### src/design/g2l_pkg.sv
// Package for the global-to-local frame transform.
// Holds shared widths, the CORDIC gain and the arctangent table; no dependencies.
package g2l_pkg;

    localparam int COORD_WIDTH_DEF   = 32;
    localparam int ANGLE_WIDTH_DEF   = 16;
    localparam int CORDIC_STAGES_DEF = 16;
    localparam int CARRY_WIDTH       = 32;
    localparam int GUARD_BITS        = 8;
    localparam int TURN_WIDTH        = 32;
    localparam int GAIN_WIDTH        = 31;
    localparam int GROWTH_BITS       = 4;
    localparam logic [GAIN_WIDTH-1:0] CORDIC_GAIN_Q31 = 31'd1304065748;

    // arctan(2^-i) as a fraction of a 32-bit full turn, rounded
    function automatic logic [TURN_WIDTH-1:0] atan_turn(input int idx);
        logic [TURN_WIDTH-1:0] v;
        case (idx)
            0:       v = 32'h2000_0000;
            1:       v = 32'h12E4_051E;
            2:       v = 32'h09FB_385B;
            3:       v = 32'h0511_11D4;
            4:       v = 32'h028B_0D43;
            5:       v = 32'h0145_D7E1;
            6:       v = 32'h00A2_F61E;
            7:       v = 32'h0051_7C55;
            8:       v = 32'h0028_BE53;
            9:       v = 32'h0014_5F2F;
            10:      v = 32'h000A_2F98;
            11:      v = 32'h0005_17CC;
            12:      v = 32'h0002_8BE6;
            13:      v = 32'h0001_45F3;
            14:      v = 32'h0000_A2FA;
            15:      v = 32'h0000_517D;
            16:      v = 32'h0000_28BE;
            17:      v = 32'h0000_145F;
            18:      v = 32'h0000_0A30;
            19:      v = 32'h0000_0518;
            20:      v = 32'h0000_028C;
            21:      v = 32'h0000_0146;
            22:      v = 32'h0000_00A3;
            23:      v = 32'h0000_0051;
            default: v = '0;
        endcase
        return v;
    endfunction

endpackage

### src/design/g2l_rot_stage.sv
// One registered CORDIC micro-rotation stage.
// Uses g2l_pkg for the arctangent table and turn width.
module g2l_rot_stage #(
    parameter int W   = 44,
    parameter int IDX = 0
) (
    input  logic                              i_clk,
    input  logic                              i_rst_n,
    input  logic                              i_en,
    input  logic                              i_valid,
    input  logic signed [W-1:0]               i_x,
    input  logic signed [W-1:0]               i_y,
    input  logic [g2l_pkg::TURN_WIDTH-1:0]    i_z,
    output logic                              o_valid,
    output logic signed [W-1:0]               o_x,
    output logic signed [W-1:0]               o_y,
    output logic [g2l_pkg::TURN_WIDTH-1:0]    o_z
);

    localparam logic [g2l_pkg::TURN_WIDTH-1:0] ATAN = g2l_pkg::atan_turn(IDX);

    logic signed [W-1:0] w_xs;
    logic signed [W-1:0] w_ys;
    logic                r_valid;
    logic signed [W-1:0] r_x;
    logic signed [W-1:0] r_y;
    logic [g2l_pkg::TURN_WIDTH-1:0] r_z;

    assign w_xs = i_x >>> IDX;
    assign w_ys = i_y >>> IDX;

    always_ff @(posedge i_clk) begin
        if (!i_rst_n) begin
            r_valid <= 1'b0;
        end else if (i_en) begin
            r_valid <= i_valid;
            if (!i_z[g2l_pkg::TURN_WIDTH-1]) begin
                r_x <= i_x - w_ys;
                r_y <= i_y + w_xs;
                r_z <= i_z - ATAN;
            end else begin
                r_x <= i_x + w_ys;
                r_y <= i_y - w_xs;
                r_z <= i_z + ATAN;
            end
        end
    end

    assign o_valid = r_valid;
    assign o_x     = r_x;
    assign o_y     = r_y;
    assign o_z     = r_z;

endmodule

### config.mk
export PLATFORM = sky130hd
export DESIGN_NAME = g2l_rot_stage
export DESIGN_NICKNAME = d
export VERILOG_FILES = /design/src/design/g2l_pkg.sv /design/src/design/g2l_rot_stage.sv
export SDC_FILE = /design/constraint.sdc
export NUM_CORES = 1
export LEC_CHECK = 0
export BUFFER_PORTS_ARGS = -buffer_cell sky130_fd_sc_hd__buf_4
export CAP_MARGIN = 20
export CORE_ASPECT_RATIO = 0.75
export CORE_MARGIN = 2
export CORE_UTILIZATION = 26
export CTS_BUF_LIST = sky130_fd_sc_hd__clkbuf_16
export CTS_CLUSTER_DIAMETER = 80
export DETAILED_ROUTE_END_ITERATION = 10
export GPL_TIMING_DRIVEN = 0
export HOLD_SLACK_MARGIN = 0.15
export PLACE_DENSITY_LB_ADDON = 0.12
export RECOVER_POWER = 50
export REMOVE_ABC_BUFFERS = 1
export SLEW_MARGIN = 20
export SYNTH_ARGS = -nofsm -noshare
export SYNTH_HDL_FRONTEND = slang
export SYNTH_SLANG_ARGS = --single-unit
### constraint.sdc
create_clock -name i_clk -period 3.7 [get_ports i_clk]
set_input_delay 0.74 -clock i_clk [delete_from_list [all_inputs] [get_ports i_clk]]
set_output_delay 0.74 -clock i_clk [all_outputs]
set_load 0.03 [all_outputs]
==> reports/metrics.cfg <==
[grt]
grt_pass1_wl_mm=65.5
grt_max_degree=128
antenna_found_initial=0
overflow=0
grt_pass1_vias=10688
gr-usage-all-layers_pct=18.3

[placement]
dp_cells=2138
dpl.hpwl_mm=34.9
io_buffers=244
gp_congestion=0.893

[timing]
holdWs_ns=0.468
timing.fmax_ghz=0.281
setup_viol=0
slew_violations=34
post-route-min-period_ns=3.56
slew_headroom_pct=-73.6
worst_slew_pin_slew_ns=2.60
rsz0062_at_grt=no
skew_ns=0
final.period_utilization_pct=96.1
hold_viol=0

[clocking]
cts_tree=yes
cts_buffers=17
clk_latency_ns=0.46
clock_path_buffers=2
clkSinkCount=120
ctsHoldBuffers=0
clockRootBuffer=clkbuf_16
path_clk_slew_ns=0.07
cts_max_level=4

[floorplan]
start_util_pct=26.4
num_rows=67
die_h_um=188
dieArea_um2=47100
ios=245
die_w_um=250
coreArea_um2=44700

[synth]
synth_area_leaders=edfxtp_1, ha_1, a21oi_1
syn_area_per_cell_um2=8.61
syn_inst=1368
syn_area_um2=11800
yosysSeqAreaShare_pct=30.5
synthTopCellsByCount=a21oi_1, ha_1, inv_1
ys.flop_type=edfxtp_1
yosysMostFrequentCell=a21oi_1
ys_ff_latch=120
synth_cell_type_count=91
yosys.area.top_type=edfxtp_1
synth_top_area_share_pct=30.3
yosysWarnings=0
async_flop_share_pct=0
synth_edf_count=119

[drt]
wl_mm=44.0
dr.first_iter.drc_count=1034
drc=0
vias=11100
ant_nets=0
wl_per_cell_um=20.2
first_pass_iters=5
viasPerCell=5.11

[power]
peakVddDrop_uv=348
power_leakage_nw=6.09
power_density_nw_per_um2=382

[finish]
fin_util_pct=33.0
area_growth_pct=25.3
antennaDiodeCount=0
fill_cells=4726
nets=1830
layoutNonFillerInstCount=2172
drive_gt1_share_pct=20.6

[outcome]
violations=capacitance limit, slew limit
status=complete, but fails checks

[flow_run]
max-cap-violations=1

[worst_setup_path]
cp.arrival_ns=3.76
endpoint_kind=flip-flop
critical_path_class=input port to flip-flop
cp_max_fo=14
cp.required_ns=3.90
startpoint_type=input port

[worst_hold_path]
min_path_type=input port to flip-flop

==> critical path: stages <==
cell,delay (ns)
buf_4,0.10
inv_1,0.04
ha_2,0.51
and3_1,0.24
o21ai_0,0.19
a211oi_2,0.43
nor3_2,0.19
a2111oi_4,0.45
or2_4,0.25
a31oi_1,0.15
a211oi_2,0.35
xnor2_1,0.11
==> final cells by class <==
cell class	count	area, um^2	share of cell area (%)
inverters	130	488	3.31
flip-flops and latches	120	3590	24.3
repair buffers	249	1830	12.4
multi-input cells	1055	7560	51.2
clock inverters	15	140	0.949
well taps	586	733	4.97
clock buffers	17	425	2.88
==> power by group <==
part,switching [mW],internal (mW),leakage [nW]
Combinational,1.44,0.776,4.69
Clock,0.737,0.933,0.273
Sequential,0.0411,1.70,1.12
Total,2.22,3.41,6.09
==> flip-flops by register name (all words and copies together), names as in the netlist <==
name	flops
o_y	43
o_x	44
o_z	32
o_valid	1
==> layout by cell type (no fill, tap or decap), types with 13 or more instances in the layout <==
cell type and instances:
xnor2_1 75, o21ai_0 85, clkbuf_16 17, buf_4 187, edfxtp_1 119, a21oi_1 153, nand4_1 18, nor2_1 115
nand2b_1 15, nand2_1 96, nor2b_1 24, ha_1 117, o31ai_1 20, o211ai_1 13, a211oi_1 14, inv_1 126
clkbuf_4 29, o21bai_1 23, mux2i_1 19, clkbuf_1 28, nand3_1 22, a21o_1 23, nor3_1 22
==> cells by family (layout without fill, tap and decap cells) <==
logic type	Yosys count	in the layout	synth area share, %
AOI/OAI and AO/OA	444	444	24.8
and+or+nand+nor	374	374	15.7
buffers and inverters	193	411	6.64
adders and majority gates	133	133	14.4
DFF	120	120	30.5
xor gates and xnor gates	84	84	6.24
muxes	20	20	1.71
==> final timing paths <==
| check | startpoint | end | slack [ns] | cells past startpoint |
|---|---|---|---|---|
| setup / recovery | i_x[4] | o_y[41] | 0.14 | 12 |
| hold / removal | i_z[8] | o_z[8] | 0.47 | 1 |
| setup reg to reg | o_valid | o_valid | 3.11 | 2 |
| hold reg to reg | o_valid | o_valid | 0.53 | 2 |
==> layer usage <==
| layer | routed length (um) | track usage (%) |
|---|---|---|
| met1 | 22500 | 28.1 |
| met2 | 17500 | 25.2 |
| met3 | 3390 | 4.25 |
| met4 | 567 | 4.63 |
| met5 | 0 | 0 |
==> per-stage QoR <==
| stage | cell area (um^2) | worst slack (ns) | TNS (ns) | power [mW] |
|---|---|---|---|---|
| 4_1_cts | 14700 | 0.00929 | 0 | 5.69 |
| 3_5_place_dp | 14100 | -0.974 | -19.70 | 3.96 |
| 5_1_grt | 14800 | 0.0142 | 0 | 5.94 |
| 2_1_floorplan | 11500 | -0.264 | -31.38 | 3.14 |
| 6_report | 14800 | 0.143 | 0 | 5.63 |
| 3_3_place_gp | 14100 | -2.10 | -270.43 | 3.97 |
==> timing repair <==
item | in CTS | in global routing
endpoints found under the setup margin | 17 | 27
pin swaps | 1 | 3
setup buffers | 0 | 2
gates resized for setup | 12 | 22
No activity file was read; power rests on OpenSTA's default activity.
