`config.mk`:
```
export PLATFORM = sky130hd
export DESIGN_NAME = g2l_scale
export DESIGN_NICKNAME = d
export VERILOG_FILES = /design/src/design/g2l_pkg.sv /design/src/design/g2l_scale.sv
export SDC_FILE = /design/constraint.sdc
export NUM_CORES = 2
export LEC_CHECK = 0
export ABC_AREA = 1
export BUFFER_PORTS_ARGS = -buffer_cell sky130_fd_sc_hd__buf_2
export CAP_MARGIN = 20
export CORE_ASPECT_RATIO = 0.9
export CORE_UTILIZATION = 50
export CTS_CLUSTER_DIAMETER = 60
export DETAILED_ROUTE_END_ITERATION = 16
export PLACE_DENSITY = 0.69
export RECOVER_POWER = 50
export SYNTH_ARGS = -nofsm -noshare
export SYNTH_HDL_FRONTEND = slang
export SYNTH_SLANG_ARGS = --single-unit
```
`constraint.sdc`:
```
create_clock -name i_clk -period 7.2 [get_ports i_clk]
set_input_delay 1.44 -clock i_clk [delete_from_list [all_inputs] [get_ports i_clk]]
set_output_delay 1.44 -clock i_clk [all_outputs]
set_load 0.02 [all_outputs]
```
`src/design/g2l_pkg.sv`:
```
// Package for the global-to-local frame transform.
// Holds shared widths, the CORDIC gain and the arctangent table; no dependencies.
package g2l_pkg;

    localparam int COORD_WIDTH_DEF   = 32;
    localparam int ANGLE_WIDTH_DEF   = 16;
    localparam int CORDIC_STAGES_DEF = 16;
    localparam int CARRY_WIDTH       = 32;
    localparam int GUARD_BITS        = 8;
    localparam int TURN_WIDTH        = 32;
    localparam int GAIN_WIDTH        = 31;
    localparam int GROWTH_BITS       = 4;
    localparam logic [GAIN_WIDTH-1:0] CORDIC_GAIN_Q31 = 31'd1304065748;

    // arctan(2^-i) as a fraction of a 32-bit full turn, rounded
    function automatic logic [TURN_WIDTH-1:0] atan_turn(input int idx);
        logic [TURN_WIDTH-1:0] v;
        case (idx)
            0:       v = 32'h2000_0000;
            1:       v = 32'h12E4_051E;
            2:       v = 32'h09FB_385B;
            3:       v = 32'h0511_11D4;
            4:       v = 32'h028B_0D43;
            5:       v = 32'h0145_D7E1;
            6:       v = 32'h00A2_F61E;
            7:       v = 32'h0051_7C55;
            8:       v = 32'h0028_BE53;
            9:       v = 32'h0014_5F2F;
            10:      v = 32'h000A_2F98;
            11:      v = 32'h0005_17CC;
            12:      v = 32'h0002_8BE6;
            13:      v = 32'h0001_45F3;
            14:      v = 32'h0000_A2FA;
            15:      v = 32'h0000_517D;
            16:      v = 32'h0000_28BE;
            17:      v = 32'h0000_145F;
            18:      v = 32'h0000_0A30;
            19:      v = 32'h0000_0518;
            20:      v = 32'h0000_028C;
            21:      v = 32'h0000_0146;
            22:      v = 32'h0000_00A3;
            23:      v = 32'h0000_0051;
            default: v = '0;
        endcase
        return v;
    endfunction

endpackage

```
`src/design/g2l_scale.sv`:
```
// Gain compensation, rounding and saturation of one CORDIC output, four stages.
// Uses g2l_pkg for the gain constant and guard bits.
module g2l_scale #(
    parameter int W = 44,
    parameter int C = 32
) (
    input  logic                i_clk,
    input  logic                i_rst_n,
    input  logic                i_en,
    input  logic                i_valid,
    input  logic signed [W-1:0] i_value,
    output logic                o_valid,
    output logic [C-1:0]        o_value,
    output logic                o_clip
);

    localparam int LO_W  = W / 2;
    localparam int HI_W  = W - LO_W;
    localparam int GW    = g2l_pkg::GAIN_WIDTH;
    localparam int SUM_W = W + GW;
    localparam int SH    = GW + g2l_pkg::GUARD_BITS;
    localparam int R_W   = SUM_W - SH;
    localparam logic [SUM_W-1:0] ROUND = SUM_W'(1) << (SH - 1);
    localparam logic [R_W-1:0]   LIM   = R_W'(1) << (C - 1);

    logic [3:0]            r_valid;
    logic [2:0]            r_neg;
    logic [W-1:0]          r_mag;
    logic [HI_W+GW-1:0]    r_phi;
    logic [LO_W+GW-1:0]    r_plo;
    logic [R_W-1:0]        r_rnd;
    logic [C-1:0]          r_out;
    logic                  r_clip;
    logic [SUM_W-1:0]      w_sum;
    logic [R_W-1:0]        w_lim_val;
    logic                  w_clip;

    assign w_sum = {r_phi, {LO_W{1'b0}}} + SUM_W'(r_plo) + ROUND;

    always_comb begin
        w_clip    = 1'b0;
        w_lim_val = r_rnd;
        if (r_neg[2]) begin
            if (r_rnd > LIM) begin
                w_clip    = 1'b1;
                w_lim_val = LIM;
            end
        end else if (r_rnd > LIM - R_W'(1)) begin
            w_clip    = 1'b1;
            w_lim_val = LIM - R_W'(1);
        end
    end

    always_ff @(posedge i_clk) begin
        if (!i_rst_n) begin
            r_valid <= '0;
        end else if (i_en) begin
            r_valid <= {r_valid[2:0], i_valid};
            r_neg   <= {r_neg[1:0], i_value[W-1]};
            r_mag   <= i_value[W-1] ? W'(-i_value) : W'(i_value);
            r_phi   <= r_mag[W-1:LO_W] * g2l_pkg::CORDIC_GAIN_Q31;
            r_plo   <= r_mag[LO_W-1:0] * g2l_pkg::CORDIC_GAIN_Q31;
            r_rnd   <= w_sum[SUM_W-1:SH];
            r_clip  <= w_clip;
            r_out   <= r_neg[2] ? C'(-w_lim_val) : C'(w_lim_val);
        end
    end

    assign o_valid = r_valid[3];
    assign o_value = r_out;
    assign o_clip  = r_clip;

endmodule

```
==> run summary <==
Status: complete, but fails checks
Failing checks: capacitance limit, slew limit
CTS tree: built
Placed cells: 4703
Ys Warns: 0
Post-DP Area: 35600 µm²
Vias: 24.8k
Clock skew: 0.0283 ns
# port buffers: 81
Initial core utilization: 50.7%
First-pass GRT wire length: 144000 µm
Max_slew headroom: -102%
Final Max Tran Viols: 272
Least-Margin Pin Slew: 3.03 ns
CP Class: flip-flop to flip-flop
Fin area: 36200 µm²
DR iter-0 viols: 1927
Critical Path Source Type: flip-flop
Row count: 90
Vias in the first global route: 25.0k
Worst skew pair latency: 0.51 ns
Post-Synthesis Cells: 3754
Worst hold path type: flip-flop to flip-flop
DR vias/cell: 5.23
Yosys reg bits: 200
GR Overflow Total: 0
Share of layout cells above drive strength 1: 3.39%
H-tree lvl count: 4
HPWL after DPL: 81100 µm
Die Y: 250 µm
Nets: 4912
Seq/Total Area, Yosys: 17.5%
DR WL/cell: 19.3 µm
Core ar.: 67200 µm²
Crit path time final: 6.88 ns
Post-Layout Cell Count: 4739
Yosys cell types: 50
Pre-CTS WS: 0.290 ns
Total wire length: 91500 µm
Root buf cell: clkbuf_16
WP data required: 7.45 ns
Setup violators final: 0
Inserted Diodes: 0
ANT nets after route: 0
Gr usage total: 27.4%
Initial antenna violation count: 0
Clock Tree Buf Depth: 2
Fin crit share: 95.5%
Avg Cell Area, Syn: 9.08 µm²
Fmax: 145 MHz
DRT Pass-1 Iters: 5
Num CTS Buffers: 17
Synthesized area: 34100 µm²
Data arrival, critical path: 7.13 ns
Area Growth Syn to Fin: 6.26%
Clock slew at reported path FFs: 0.09 ns
I/O pin count: 82
Largest net degree at the start of global routing: 138
# DRC: 0
GPL Wtd Cong: 1.03
CP max FO: 6
Die ar.: 69200 µm²
Critical Path End Type: flip-flop
Post-Syn Nets: 4814
Width of the die: 277 µm
Sink Count: 200
Hold Vio Cnt, Final: 0
Worst Slack Setup Final: 0.324 ns
MaxCap Viol Count: 4
-- synth_stat cells (all sizes together) --
| library cell | number | area [µm²] |
|---|---|---|
| nor2 | 310 | 1190 |
| o211ai | 6 | 45.0 |
| nand3b | 11 | 95.1 |
| a211oi | 2 | 15.0 |
| and2 | 3 | 18.8 |
| o21a | 2 | 15.0 |
| o31ai | 2 | 28.8 |
| edfxtp | 196 | 5890 |
| o41ai | 1 | 8.76 |
| o2111ai | 1 | 8.76 |
| a21oi | 157 | 793 |
| fa | 522 | 10500 |
| dfxtp | 4 | 80.1 |
| xnor2 | 63 | 552 |
| nor3b | 1 | 7.51 |
| nor3 | 28 | 173 |
| clkbuf | 8 | 30.0 |
| inv | 953 | 3580 |
| and3 | 7 | 43.8 |
| buf | 12 | 63.8 |
| a21boi | 5 | 41.3 |
| o21bai | 22 | 165 |
| xor2 | 93 | 815 |
| nor4 | 9 | 56.3 |
| nand2 | 527 | 2000 |
| nand4 | 18 | 128 |
| a21o | 28 | 210 |
| o22ai | 1 | 6.26 |
| ha | 490 | 6130 |
| or2 | 9 | 56.3 |
| o21ai | 117 | 604 |
| a31o | 1 | 8.76 |
| a31oi | 33 | 206 |
| nand3 | 112 | 561 |
-- what timing repair did --
| action | in CTS | in global routing |
|---|---|---|
| gates resized for setup | 0 | 3 |
| setup buffers | 0 | 4 |
| setup endpoints to repair | 0 | 8 |
| hold buffers | 0 | 0 |
| endpoints found under the hold margin | 0 | 0 |
-- cells by family (layout without fill, tap and decap cells) --
group                      count (synthesis)  count (layout)  share of synthesized area (%)
adders and majority gates               1012            1012                           48.7
AOI/OAI and AO/OA                        378             378                           6.33
xor gates and xnor gates                 156             156                           4.01
and+or+nand+nor                         1035            1035                           12.7
buffers and inverters                    973            1084                           10.8
DFF                                      200             200                           17.5
-- metal layers --
metal	vias to the layer above	track usage (%)	wire length (µm)
li1	11900	-	-
met2	791	38.9	37700
met5	-	0	0
met3	77	7.18	7600
met1	12000	41.8	45000
met4	0	5.21	1280
-- cell type report --
| cell class | instances | area, µm² |
|---|---|---|
| clock inverter | 15 | 201 |
| multi-input combinational | 2581 | 24400 |
| fill | 6188 | 31000 |
| clock buffer | 17 | 425 |
| sequential | 200 | 5970 |
| tap | 874 | 1090 |
| timing repair buffer | 99 | 487 |
| inverter | 953 | 3580 |
-- layout by cell type, fill, tap and decap left out, types with 4 or more instances in the layout --
cell	count
inv_1	952
nand2_1	522
fa_1	522
ha_1	490
nor2_1	304
edfxtp_1	196
a21oi_1	155
nand3_1	112
o21ai_0	102
xor2_1	92
xnor2_1	63
buf_2	44
clkbuf_1	39
a31oi_1	33
a21o_1	28
nor3_1	24
o21bai_1	20
nand4_1	17
clkbuf_16	17
buf_4	16
o21ai_1	10
nand3b_1	10
or2_2	9
nor4_1	9
clkinv_8	8
and3_1	7
o211ai_1	6
o21ai_2	5
a21boi_0	4
nand2_2	4
dfxtp_1	4
-- path summary, 6_finish.rpt --
kind,from,end,slack (ns),cells after the start
setup reg to reg,r_mag[16],r_plo[45],0.32,21
setup / recovery,r_mag[16],r_plo[45],0.32,21
hold / removal,r_valid[1],r_valid[2],0.48,2
hold reg to reg,r_valid[1],r_valid[2],0.48,2
-- stage by stage --
step | setup TNS [ns] | utilization (%) | hold slack, ns
finish | 0 | 53.8 | 0.479
detailed placement | 0 | 52.9 | 0.467
floorplan | 0 | - | 0.400
CTS | 0 | 53.9 | 0.487
global route | -0.00207 | 53.8 | 0.516
global placement | 0 | 52.9 | 0.460
-- critical path, stage by stage (launching register included) --
cell      delay [ns]
edfxtp_1        0.63
ha_1            0.56
ha_1            0.46
inv_1           0.09
fa_1            0.56
inv_1           0.06
fa_1            0.52
fa_1            0.55
fa_1            0.61
inv_1           0.08
fa_1            0.54
inv_1           0.05
ha_1            0.31
nand2_1         0.08
inv_1           0.08
nand3_1         0.09
nor3_1          0.34
nand4_1         0.19
o21bai_2        0.37
nand3_1         0.15
o21ai_0         0.22
xor2_1          0.10
-- sequential cells by signal, indices dropped and copies added (netlist names) --
register  flops
r_plo        29
r_neg         3
o_clip        1
r_mag        44
r_phi        51
o_value      32
r_valid       4
r_rnd        36
Power is not shown: default switching activity piles up to over one toggle a cycle in this logic, so the estimate is an artifact.
